<file path="config.mk">
export PLATFORM = sky130hd
export DESIGN_NAME = subnet_longest_prefix_lookup
export DESIGN_NICKNAME = d
export VERILOG_FILES = /design/src/hw/rtl/slp_pkg.sv /design/src/hw/rtl/slp_ram.sv /design/src/hw/rtl/slp_ctrl.sv /design/src/hw/rtl/subnet_longest_prefix_lookup.sv
export SDC_FILE = /design/constraint.sdc
export NUM_CORES = 2
export LEC_CHECK = 0
export ABC_CLOCK_PERIOD_IN_PS = 11800
export BUFFER_PORTS_ARGS = -buffer_cell sky130_fd_sc_hd__buf_2
export CORE_MARGIN = 4
export CORE_UTILIZATION = 35
export DETAILED_ROUTE_END_ITERATION = 12
export SYNTH_ARGS = -nofsm -noshare
export SYNTH_HDL_FRONTEND = slang
export SYNTH_SLANG_ARGS = --single-unit
</file>
<file path="constraint.sdc">
create_clock -name clk_i -period 11.8 [get_ports clk_i]
set_input_delay 0 -clock clk_i [delete_from_list [all_inputs] [get_ports clk_i]]
set_output_delay 0 -clock clk_i [all_outputs]
set_load 0.005 [all_outputs]
</file>
<file path="src/hw/rtl/slp_pkg.sv">
// Package for the subnet longest-prefix lookup block.
// Table sizing, operation codes, state codes and the structs shared by the modules.
// No dependencies.
package slp_pkg;

  localparam int unsigned TABLE_SLOTS = 32;
  localparam int unsigned IFACE_COUNT = 16;

  localparam int unsigned IDX_W   = (TABLE_SLOTS > 1) ? $clog2(TABLE_SLOTS) : 1;
  localparam int unsigned SLOT_W  = 5;
  localparam int unsigned IFACE_W = 4;
  localparam int unsigned ADDR_W  = 32;
  localparam int unsigned ENTRY_W = IFACE_W + 2 * ADDR_W;

  typedef enum logic [1:0] {
    OP_WRITE = 2'd0,
    OP_FIND  = 2'd1,
    OP_CHECK = 2'd2
  } op_e;

  typedef enum logic [1:0] {
    ST_IDLE,
    ST_SCAN,
    ST_LAST,
    ST_DONE
  } state_e;

  typedef struct packed {
    logic [1:0]         operation;
    logic [SLOT_W-1:0]  slot;
    logic               entry_valid;
    logic [IFACE_W-1:0] entry_iface;
    logic [ADDR_W-1:0]  entry_subnet;
    logic [ADDR_W-1:0]  entry_mask;
    logic [ADDR_W-1:0]  query_addr;
    logic [IFACE_W-1:0] query_iface;
  } req_t;

  typedef struct packed {
    logic               found;
    logic [IFACE_W-1:0] found_iface;
    logic [ADDR_W-1:0]  found_mask;
    logic               addr_valid;
  } res_t;

  typedef struct packed {
    logic [IFACE_W-1:0] iface;
    logic [ADDR_W-1:0]  subnet;
    logic [ADDR_W-1:0]  mask;
  } entry_t;

endpackage

</file>
<file path="src/hw/rtl/slp_ram.sv">
// Generic single-write, single-read synchronous RAM with registered read data.
// Standalone; no package dependency.
module slp_ram #(
  parameter int unsigned DEPTH  = 32,
  parameter int unsigned WIDTH  = 68,
  parameter int unsigned ADDR_W = (DEPTH > 1) ? $clog2(DEPTH) : 1
) (
  input  logic              clk_i,
  input  logic              we_i,
  input  logic [ADDR_W-1:0] waddr_i,
  input  logic [WIDTH-1:0]  wdata_i,
  input  logic              re_i,
  input  logic [ADDR_W-1:0] raddr_i,
  output logic [WIDTH-1:0]  rdata_o
);

  logic [WIDTH-1:0] mem [DEPTH];
  logic [WIDTH-1:0] rdata_q;

  always_ff @(posedge clk_i) begin
    if (we_i) begin
      mem[waddr_i] <= wdata_i;
    end
    if (re_i) begin
      rdata_q <= mem[raddr_i];
    end
  end

  assign rdata_o = rdata_q;

endmodule

</file>
<file path="src/hw/rtl/slp_ctrl.sv">
// Sequencer for the subnet table: slot writes, valid marks and the slot-by-slot scan.
// Uses slp_pkg and the entry RAM slp_ram.
module slp_ctrl (
  input  logic          clk_i,
  input  logic          rst_ni,
  input  logic          req_valid_i,
  input  slp_pkg::req_t req_i,
  output logic          busy_o,
  input  logic          res_free_i,
  output logic          res_valid_o,
  output slp_pkg::res_t res_o
);

  localparam int unsigned IdxW = slp_pkg::IDX_W;

  slp_pkg::state_e state_q, state_d;
  logic [IdxW-1:0] cnt_q, cnt_d;
  logic            pend_q, pend_d;
  logic [IdxW-1:0] pend_idx_q, pend_idx_d;
  logic [slp_pkg::TABLE_SLOTS-1:0] valid_q, valid_d;

  slp_pkg::op_e                op_q, op_d;
  logic [slp_pkg::ADDR_W-1:0]  qaddr_q, qaddr_d;
  logic [slp_pkg::IFACE_W-1:0] qif_q, qif_d;
  logic                        qif_ok_q, qif_ok_d;

  logic [slp_pkg::ADDR_W-1:0]  best_q, best_d;
  logic [slp_pkg::IFACE_W-1:0] fif_q, fif_d;
  logic                        found_q, found_d;
  logic                        avalid_q, avalid_d;

  logic            accept;
  logic            wr_en;
  logic [IdxW-1:0] wr_idx;
  logic            rd_en;
  logic [slp_pkg::ENTRY_W-1:0] rd_raw;
  slp_pkg::entry_t rd_entry;
  slp_pkg::entry_t wr_entry;
  logic            hit_valid;
  logic            net_match;
  logic            chk_match;

  assign accept = req_valid_i && (state_q == slp_pkg::ST_IDLE);
  assign busy_o = (state_q != slp_pkg::ST_IDLE);

  // Writes land at the accept edge; slot or iface out of range drops the write.
  assign wr_en = accept && (slp_pkg::op_e'(req_i.operation) == slp_pkg::OP_WRITE)
              && (32'(req_i.slot) < 32'(slp_pkg::TABLE_SLOTS))
              && (32'(req_i.entry_iface) < 32'(slp_pkg::IFACE_COUNT));
  assign wr_idx = IdxW'(req_i.slot);
  assign wr_entry = '{iface: req_i.entry_iface, subnet: req_i.entry_subnet,
                      mask: req_i.entry_mask};

  assign rd_en = (state_q == slp_pkg::ST_SCAN);

  slp_ram #(
    .DEPTH (slp_pkg::TABLE_SLOTS),
    .WIDTH (slp_pkg::ENTRY_W)
  ) u_ram (
    .clk_i   (clk_i),
    .we_i    (wr_en),
    .waddr_i (wr_idx),
    .wdata_i (wr_entry),
    .re_i    (rd_en),
    .raddr_i (cnt_q),
    .rdata_o (rd_raw)
  );

  assign rd_entry  = slp_pkg::entry_t'(rd_raw);
  assign hit_valid = pend_q && valid_q[pend_idx_q];
  assign net_match = ((qaddr_q & rd_entry.mask) == rd_entry.subnet);
  assign chk_match = ((qaddr_q & rd_entry.mask) == (rd_entry.subnet & rd_entry.mask));

  always_comb begin
    state_d    = state_q;
    cnt_d      = cnt_q;
    pend_d     = 1'b0;
    pend_idx_d = pend_idx_q;
    valid_d    = valid_q;
    op_d       = op_q;
    qaddr_d    = qaddr_q;
    qif_d      = qif_q;
    qif_ok_d   = qif_ok_q;
    best_d     = best_q;
    fif_d      = fif_q;
    found_d    = found_q;
    avalid_d   = avalid_q;
    res_valid_o = 1'b0;

    if (wr_en) begin
      valid_d[wr_idx] = req_i.entry_valid;
    end

    // Compare the entry read in the previous cycle.
    if (hit_valid) begin
      case (op_q)
        slp_pkg::OP_FIND: begin
          if ((rd_entry.mask > best_q) && net_match) begin
            best_d  = rd_entry.mask;
            fif_d   = rd_entry.iface;
            found_d = 1'b1;
          end
        end
        slp_pkg::OP_CHECK: begin
          if (qif_ok_q && (rd_entry.iface == qif_q) && chk_match) begin
            avalid_d = 1'b1;
          end
        end
        default: begin
        end
      endcase
    end

    case (state_q)
      slp_pkg::ST_IDLE: begin
        if (accept) begin
          op_d     = slp_pkg::op_e'(req_i.operation);
          qaddr_d  = req_i.query_addr;
          qif_d    = req_i.query_iface;
          qif_ok_d = (32'(req_i.query_iface) < 32'(slp_pkg::IFACE_COUNT));
          best_d   = '0;
          fif_d    = '0;
          found_d  = 1'b0;
          avalid_d = 1'b0;
          cnt_d    = '0;
          if ((slp_pkg::op_e'(req_i.operation) == slp_pkg::OP_FIND) ||
              (slp_pkg::op_e'(req_i.operation) == slp_pkg::OP_CHECK)) begin
            state_d = slp_pkg::ST_SCAN;
          end else begin
            state_d = slp_pkg::ST_DONE;
          end
        end
      end
      slp_pkg::ST_SCAN: begin
        pend_d     = 1'b1;
        pend_idx_d = cnt_q;
        if (cnt_q == IdxW'(slp_pkg::TABLE_SLOTS - 1)) begin
          state_d = slp_pkg::ST_LAST;
        end else begin
          cnt_d = cnt_q + 1'b1;
        end
      end
      slp_pkg::ST_LAST: begin
        state_d = slp_pkg::ST_DONE;
      end
      slp_pkg::ST_DONE: begin
        if (res_free_i) begin
          res_valid_o = 1'b1;
          state_d     = slp_pkg::ST_IDLE;
        end
      end
      default: begin
        state_d = slp_pkg::ST_IDLE;
      end
    endcase
  end

  assign res_o = '{found: found_q, found_iface: fif_q, found_mask: best_q,
                   addr_valid: avalid_q};

  always_ff @(posedge clk_i or negedge rst_ni) begin
    if (!rst_ni) begin
      state_q <= slp_pkg::ST_IDLE;
      cnt_q   <= '0;
      pend_q  <= 1'b0;
      valid_q <= '0;
    end else begin
      state_q <= state_d;
      cnt_q   <= cnt_d;
      pend_q  <= pend_d;
      valid_q <= valid_d;
    end
  end

  always_ff @(posedge clk_i) begin
    pend_idx_q <= pend_idx_d;
    op_q       <= op_d;
    qaddr_q    <= qaddr_d;
    qif_q      <= qif_d;
    qif_ok_q   <= qif_ok_d;
    best_q     <= best_d;
    fif_q      <= fif_d;
    found_q    <= found_d;
    avalid_q   <= avalid_d;
  end

endmodule

</file>
<file path="src/hw/rtl/subnet_longest_prefix_lookup.sv">
// Top level of the subnet longest-prefix lookup block.
// Uses slp_pkg and slp_ctrl; holds the result output register.
//
// One item at a time. A write or an unused code goes from accept straight to the done
// state. A find or a check first scans the entry RAM, one slot read per cycle through its
// single read port, then compares the last slot in the last-slot state. Input stall drops
// the cycle after a result is handed to the output register, even if that result is still
// stalled. A finished result waits in the sequencer while the output register holds a
// stalled one. Valid marks reset to cleared, so no clearing pass is needed.
module subnet_longest_prefix_lookup (
  input  logic                        clk_i,
  input  logic                        rst_ni,
  input  logic                        in_valid_i,
  output logic                        in_stall_o,
  input  logic [1:0]                  operation_i,
  input  logic [slp_pkg::SLOT_W-1:0]  slot_i,
  input  logic                        entry_valid_i,
  input  logic [slp_pkg::IFACE_W-1:0] entry_iface_i,
  input  logic [slp_pkg::ADDR_W-1:0]  entry_subnet_i,
  input  logic [slp_pkg::ADDR_W-1:0]  entry_mask_i,
  input  logic [slp_pkg::ADDR_W-1:0]  query_addr_i,
  input  logic [slp_pkg::IFACE_W-1:0] query_iface_i,
  output logic                        out_valid_o,
  input  logic                        out_stall_i,
  output logic                        found_o,
  output logic [slp_pkg::IFACE_W-1:0] found_iface_o,
  output logic [slp_pkg::ADDR_W-1:0]  found_mask_o,
  output logic                        addr_valid_o
);

  slp_pkg::req_t req;
  slp_pkg::res_t res;
  slp_pkg::res_t out_q, out_d;
  logic          out_valid_q, out_valid_d;
  logic          res_valid;
  logic          res_free;
  logic          busy;

  assign req = '{operation: operation_i, slot: slot_i, entry_valid: entry_valid_i,
                 entry_iface: entry_iface_i, entry_subnet: entry_subnet_i,
                 entry_mask: entry_mask_i, query_addr: query_addr_i,
                 query_iface: query_iface_i};

  // Output register is free when empty or being taken this cycle.
  assign res_free = !out_valid_q || !out_stall_i;

  slp_ctrl u_ctrl (
    .clk_i       (clk_i),
    .rst_ni      (rst_ni),
    .req_valid_i (in_valid_i),
    .req_i       (req),
    .busy_o      (busy),
    .res_free_i  (res_free),
    .res_valid_o (res_valid),
    .res_o       (res)
  );

  assign in_stall_o = busy;

  always_comb begin
    out_valid_d = out_valid_q;
    out_d       = out_q;
    if (res_valid) begin
      out_valid_d = 1'b1;
      out_d       = res;
    end else if (out_valid_q && !out_stall_i) begin
      out_valid_d = 1'b0;
    end
  end

  always_ff @(posedge clk_i or negedge rst_ni) begin
    if (!rst_ni) begin
      out_valid_q <= 1'b0;
    end else begin
      out_valid_q <= out_valid_d;
    end
  end

  always_ff @(posedge clk_i) begin
    out_q <= out_d;
  end

  assign out_valid_o   = out_valid_q;
  assign found_o       = out_q.found;
  assign found_iface_o = out_q.found_iface;
  assign found_mask_o  = out_q.found_mask;
  assign addr_valid_o  = out_q.addr_valid;

endmodule

</file>
* Yosys cells after proc, flatten, opt, wreduce, memory -nomap -nowiden *
Memories as Yosys holds them, arrays and structs flattened. A register that Yosys moved wholly into a read port is not among the register bits.
Cells that the tools add are included.

cells by class
  add/subtract/negate cells = 1
  order comparisons = 4
  eq/ne operators = 15
  muxes and demuxes = 40
  bitwise logic cells = 2
  reductions and logical operators = 19

operator list
  operator                                                     count
  two-way mux 32 bit                                           5
  bitwise AND 32 bit                                           2
  equality test 32 bit                                         2
  bitwise mux 32 bit                                           1
  > comparator 32 bit                                          1
  two-way mux 4 bit                                            5
  two-way mux 1 bit                                            19
  less-than comparator 5 x 6 -> 1 bit (second input constant)  2
  two-way mux 5 bit                                            2
  one-hot mux 5 bit (2 select lines)                           1
  equality test 2 bit (second input constant)                  4
  two-way mux 2 bit                                            4
  one-hot mux 2 bit (4 select lines)                           1
  logical AND 1 bit                                            7
  equality test 2 x 1 -> 1 bit (second input constant)         3
  inequality test 2 bit (second input constant)                3
  AND reduction 3 bit                                          2
  nonzero test 2 bit                                           3
  adder 5 x 1 -> 5 bit (second input constant)                 1
  binary-select mux 1 bit (select 5 bit)                       1
  demux 1 bit (select 5 bit)                                   1
  equality test 5 bit (second input constant)                  1
  >= comparator 5 x 1 -> 1 bit (second input constant)         1
  equality test 4 bit                                          1
  5 further kinds                                              8

storage, ports and cells
  register bits after elaboration = 160
  memory bits (writable) = 2,176
  input bits = 116
  output and inout bits = 40
  word-level logic and storage cells = 99
  memories kept = 1

memories
  memory            depth  width  read ports  clocked after memory_dff  wr ports  line           RTL
  u_ctrl.u_ram.mem  32     68     1           1                         1         slp_ram.sv:17  logic [WIDTH-1:0] mem [DEPTH];

* Depth between registers and ports, before layout *
  depth after elaboration = 8
  mapped depth = 11
  depth with buffers taken out = 9

* By module *
From an unflattened synthesis, not the netlist that was laid out.

unflattened totals
  cells, all modules = 4,013
  area, all modules = 92,601.3 sq um

by module, submodules not included
  module                        times used  cells each  area an instance (sq um)  sequential area each (sq um)
  slp_ram                       1           3,286       84,573.6                  67,384.6
  slp_ctrl                      1           686         6,850.3                   3,052.9
  subnet_longest_prefix_lookup  1           41          1,177.4                   1,166.1

* Least setup slack after synthesis *
No wires, ideal clock.

  path kind = register to register
  from = register u_ctrl.state_q[0]
  to = register u_ctrl.valid_q[4] (netlist bit)
  setup time = 0.131 ns
  data arrival time = 4.936 ns
  required time = 11.669 ns
  path slack = 6.734 ns
  cell stages (with the launch flop) = 10
  path buffers = 2
  clock period less this slack = 5.066 ns
  path through = dfrtp_1 -> inv_1 -> ha_1 -> clkbuf_1 -> and2_1 -> nand2_1 -> or3_1 -> clkbuf_1 -> nor2_1 -> mux2_1

on the way
  word-level cells in the longest chain between the ends = 3

RTL lines
  item                    line             RTL
  start, declared         slp_ctrl.sv:16   slp_pkg::state_e state_q, state_d;
  start signal, assigned  slp_ctrl.sv:163  state_q <= slp_pkg::ST_IDLE;
  start signal, assigned  slp_ctrl.sv:168  state_q <= state_d;
  logical NOT 2 bit       slp_ctrl.sv:43   assign accept = req_valid_i && (state_q == slp_pkg::ST_IDLE);
  logical AND 1 bit       slp_ctrl.sv:43
  logical AND 1 bit       slp_ctrl.sv:47   assign wr_en = accept && (slp_pkg::op_e'(req_i.operation) == slp_pkg::OP_WRITE)
  end signal, assigned    slp_ctrl.sv:171  valid_q <= valid_d;
  end, declared           slp_ctrl.sv:20   logic [slp_pkg::TABLE_SLOTS-1:0] valid_q, valid_d;

Every way passes these cells.
A chain may end at the register's enable or synchronous reset.

* Final worst setup path *
  from = register u_ctrl.state_q[1]
  to = register u_ctrl.valid_q[2] (netlist bit)

The elaborated chain is that of the path after synthesis.

==> impl_table.tex <==
\begin{tabular}{lr}
\hline
Metric & Value \\
\hline
\multicolumn{2}{l}{\textbf{Drt}} \\
Detail-routed net length per standard cell & 30.91 µm \\
DRC viols & 0 \\
Mean number of vias per cell & 5.402 \\
Number of vias in the routed layout & 43270 \\
Antenna violation net count after detailed routing & 0 \\
Routed Wire Length & 247.6 mm \\
Detailed Route Iter0 Violations & just over 5000 \\
First drt pass iteration count & 6 \\
\multicolumn{2}{l}{\textbf{Place}} \\
Detailed placer's ending HPWL & 144.3 mm \\
Routability Congestion & around 0.85 \\
Number of buffer cells added on primary ports & 155 \\
\multicolumn{2}{l}{\textbf{GRT}} \\
GRT Resource Usage Total & roughly 18\% \\
Maximum number of pins on one net before global-route repair & 129 \\
Number of antenna violations at the first check in global routing & 25 \\
GRT Residual Overflow & 0 \\
Global-route wire length before repair & 347.1 mm \\
Number of global-route vias before repair & 43530 \\
\multicolumn{2}{l}{\textbf{Synth}} \\
FFs w/ async S/R, synth & 1.705\% \\
Most used flip-flop cell after synthesis & edfxtp\_1 \\
Post-synthesis sequential area ratio & a little under 80\% \\
Post-synthesis instance area & 91910 µm² \\
Count of mapped cells out of synthesis & 3834 \\
Per-instance average area after synthesis & approximately 24 µm² \\
Count of yosys warnings during synthesis & 0 \\
Number of enable flip-flop cells after synthesis & between 2000 and 2500 \\
Synth cell types & 56 \\
Synthesized net count & around 4000 \\
Flops \& latches, synth & 2404 \\
\multicolumn{2}{l}{\textbf{STA}} \\
Transition time at the pin with the least slew margin & 1.297 ns \\
Setup skew after layout & 0.06099 ns \\
Final number of hold-violating endpoints & 0 \\
Setup repair after global routing missed its margin & no \\
Slew Limit Headroom & 13.55\% \\
Final critical delay including setup and external delays & approximately 4.8 ns \\
Share of the clock period used by the worst path after layout & 40.64\% \\
F\_max & 0.2085 GHz \\
Final-report max-slew violation count & 0 \\
Setup TNS & 0 ns \\
Final number of setup-violating endpoints & 0 \\
\multicolumn{2}{l}{\textbf{Final layout}} \\
Area taken by flip-flops and latches & 71620 µm² \\
Number of filler cells placed in the layout & around 22000 \\
Area growth syn-to-layout & 16.18\% \\
Multi-input combinational cell area & slightly below 20000 µm² \\
Fraction of layout cells with a size suffix above 1 & 31.18\% \\
Final layout net count & 4455 \\
\multicolumn{2}{l}{\textbf{Power and ir drop}} \\
Power density of the placed cells & 210.0 nW/µm² \\
Total design power & 22.42 mW \\
P\_leak & 33.26 nW \\
Max IR drop VDD & 0.2058 mV \\
\multicolumn{2}{l}{\textbf{Clock network}} \\
Post-CTS setup-driven buffer insertion count & 0 \\
Buffers from clock root to sink, at most & 3 \\
Clock transition at the registers of the reported paths & 0.06 ns \\
Clock sink count & 2404 \\
Clock buffers created by TritonCTS & 237 \\
CTS tree & built \\
Cell at the root of the clock tree & clkbuf\_16 \\
Number of H-tree levels & 4 \\
Source-to-sink clock delay at the later pin of the worst-skew pair & 0.86 ns \\
\multicolumn{2}{l}{\textbf{Setup path}} \\
Element type at the critical path end & register \\
Type of element launching the critical path & register \\
Critical path arrival & around 5.5 ns \\
Crit Path Max Fanout & 33 \\
Startpoint of the worst register-to-register path & u\_ctrl.state\_q[1]\$\_DFFE\_PN0P\_ \\
Required time worst endpoint & 12.54 ns \\
Logic depth of the worst register-to-register path & 10 \\
Start-to-end type of the worst setup path & register to register \\
Reg2reg end & u\_ctrl.valid\_q[2]\$\_DFFE\_PN0P\_ \\
Timing startpoint of the critical path & u\_ctrl.state\_q[1]\$\_DFFE\_PN0P\_ \\
Register-to-register setup slack & 7.00 ns \\
\multicolumn{2}{l}{\textbf{Job}} \\
Count of maximum capacitance violations & 0 \\
\multicolumn{2}{l}{\textbf{Floorplan}} \\
Die boundary width & around 520 µm \\
I/O pin count & 156 \\
Die H & 520.4 µm \\
Effective utilization at floorplan & 35.29\% \\
Placeable Area & roughly 260000 µm² \\
Number of standard-cell rows in the floorplan & 187 \\
Die outline area & 270900 µm² \\
\multicolumn{2}{l}{\textbf{Status}} \\
Run status & finished clean \\
\multicolumn{2}{l}{\textbf{Min path}} \\
Source of the worst hold timing path & entry\_subnet\_i[0] \\
Hold depth & 2 \\
Min-Delay Endpoint & u\_ctrl.u\_ram.mem[31][32]\$\_DFFE\_PP\_ \\
Worst hold path type & input port to register \\
\hline
\end{tabular}
==> worst max-delay path, cell delays in order, from the launching register on <==
cell	delay, ns
dfrtp_1	0.42
inv_1	0.20
ha_1	0.38
and2_4	0.49
nand2_1	0.17
nor2_1	0.11
nand2_1	0.47
nor2_4	0.72
buf_4	0.54
buf_4	0.61
mux2_2	0.41
==> Yosys cell counts, types with 8 or more instances <==
cell | n | share of area, %
dfxtp_1 | 38 | 0.83
mux4_2 | 680 | 17
nand4_1 | 11 | 0.075
edfxtp_1 | 2325 | 76
clkbuf_1 | 110 | 0.45
nand3b_1 | 43 | 0.35
mux2i_1 | 41 | 0.45
mux2_2 | 85 | 1.0
o2111ai_1 | 8 | 0.076
inv_1 | 50 | 0.20
a21oi_1 | 17 | 0.093
a21boi_0 | 16 | 0.13
mux2_1 | 8 | 0.098
buf_2 | 23 | 0.13
nand2_1 | 72 | 0.29
dfrtp_1 | 41 | 1.1
ha_1 | 40 | 0.54
o21ai_0 | 10 | 0.054
nand3_1 | 9 | 0.049
buf_1 | 40 | 0.16
nor2_1 | 77 | 0.31
==> kinds of logic (layout without fill, tap and decap cells) <==
logic type	after synthesis	in the layout	synth area share, %
compound gates	93	93	0.7106
xor+xnor	4	4	0.03811
fa+ha+maj	40	40	0.5445
buf+inv	228	900	1.032
flops	2404	2404	77.91
mux	820	820	18.42
other cells	0	9	0
simple gates	245	245	1.349
==> final cells by class <==
class                   instances  area share [%]
diodes                          9         0.02109
flip-flops and latches       2404           67.07
well taps                    3496           4.096
clock inverters               145           1.415
multi-input cells            1202           18.39
repair buffers                404           2.906
inverters                      50          0.1758
clock buffers                 301           5.921
==> placed cells by master, fill, tap and decap left out, types with 7 or more instances in the layout <==
cell           count
mux2i_1           41
buf_4             86
mux2_2            85
nor2_1            45
nor2_4            32
clkinvlp_4        12
dlygate4sd3_1    158
dfrtp_1           36
clkbuf_8          13
clkbuf_16        238
a21oi_1           17
nand3b_1          43
nand3_1            9
a21boi_0          15
dfxtp_1           38
clkinv_1          45
nand4_1           11
mux2_1             8
clkbuf_1          50
o21ai_0           10
ha_1              39
nand2_1           72
edfxtp_1        2325
mux4_2           680
clkinv_2          44
o2111ai_1          7
diode_2            9
buf_2            155
bufinv_16         24
inv_6              8
inv_1             50
==> per-layer routing <==
layer	share of wire [%]	global-route usage (%)
met5	0.023	0
met4	3.7	6.320
met3	6.6	2.635
met2	50	30.08
met1	40	24.35
==> per-stage QoR <==
| step | setup slack, ns | hold slack [ns] | cells | area, µm² | util, % |
|---|---|---|---|---|---|
| finish | 7.004 | 0.2149 | 8011 | 106800 | 41.01 |
| global route | 6.816 | 0.1918 | 8008 | 106800 | 41.00 |
| CTS | 6.934 | 0.1617 | 8002 | 106800 | 41.00 |
| detailed placement | 6.980 | 0.1677 | 7398 | 97350 | 37.38 |
| global placement | 6.951 | 0.1590 | 7398 | 97350 | 37.38 |
| floorplan | 6.734 | -0.2956 | 3834 | 91910 | - |
==> state kept, by name, indices dropped and copies added (netlist names), 2 cells and up <==
name and flops:
found_iface_o 4, found_mask_o 32, u_ctrl.best_q 32, u_ctrl.cnt_q 5, u_ctrl.fif_q 4, u_ctrl.op_q 2, u_ctrl.pend_idx_q 5, u_ctrl.qaddr_q 32
u_ctrl.qif_q 4, u_ctrl.state_q 2, u_ctrl.u_ram.mem 2176, u_ctrl.u_ram.rdata_o 68, u_ctrl.valid_q 32
==> worst max-delay path by stage <==
stage | to | cells past startpoint
2_1_floorplan | u_ctrl.valid_q[4]$_DFFE_PN0P_ | 9
3_3_place_gp | u_ctrl.valid_q[2]$_DFFE_PN0P_ | 10
3_5_place_dp | u_ctrl.valid_q[2]$_DFFE_PN0P_ | 10
4_1_cts | u_ctrl.valid_q[2]$_DFFE_PN0P_ | 10
5_1_grt | u_ctrl.valid_q[2]$_DFFE_PN0P_ | 10
6_report | u_ctrl.valid_q[2]$_DFFE_PN0P_ | 10
==> where the power goes <==
group          switching, mW  total, mW  internal (mW)
Combinational           2.38       4.69           2.30
Sequential             0.476       10.2           9.70
Clock                   3.24       7.56           4.32
Total                   6.10       22.4           16.3
==> repair_timing <==
| item | 4_1_cts | 5_1_grt |
|---|---|---|
| resized for setup | 0 | 0 |
| hold buffers | 158 | 0 |
| hold endpoints to repair | 2453 | 0 |
Note: power is estimated with default switching activity, not from simulation.
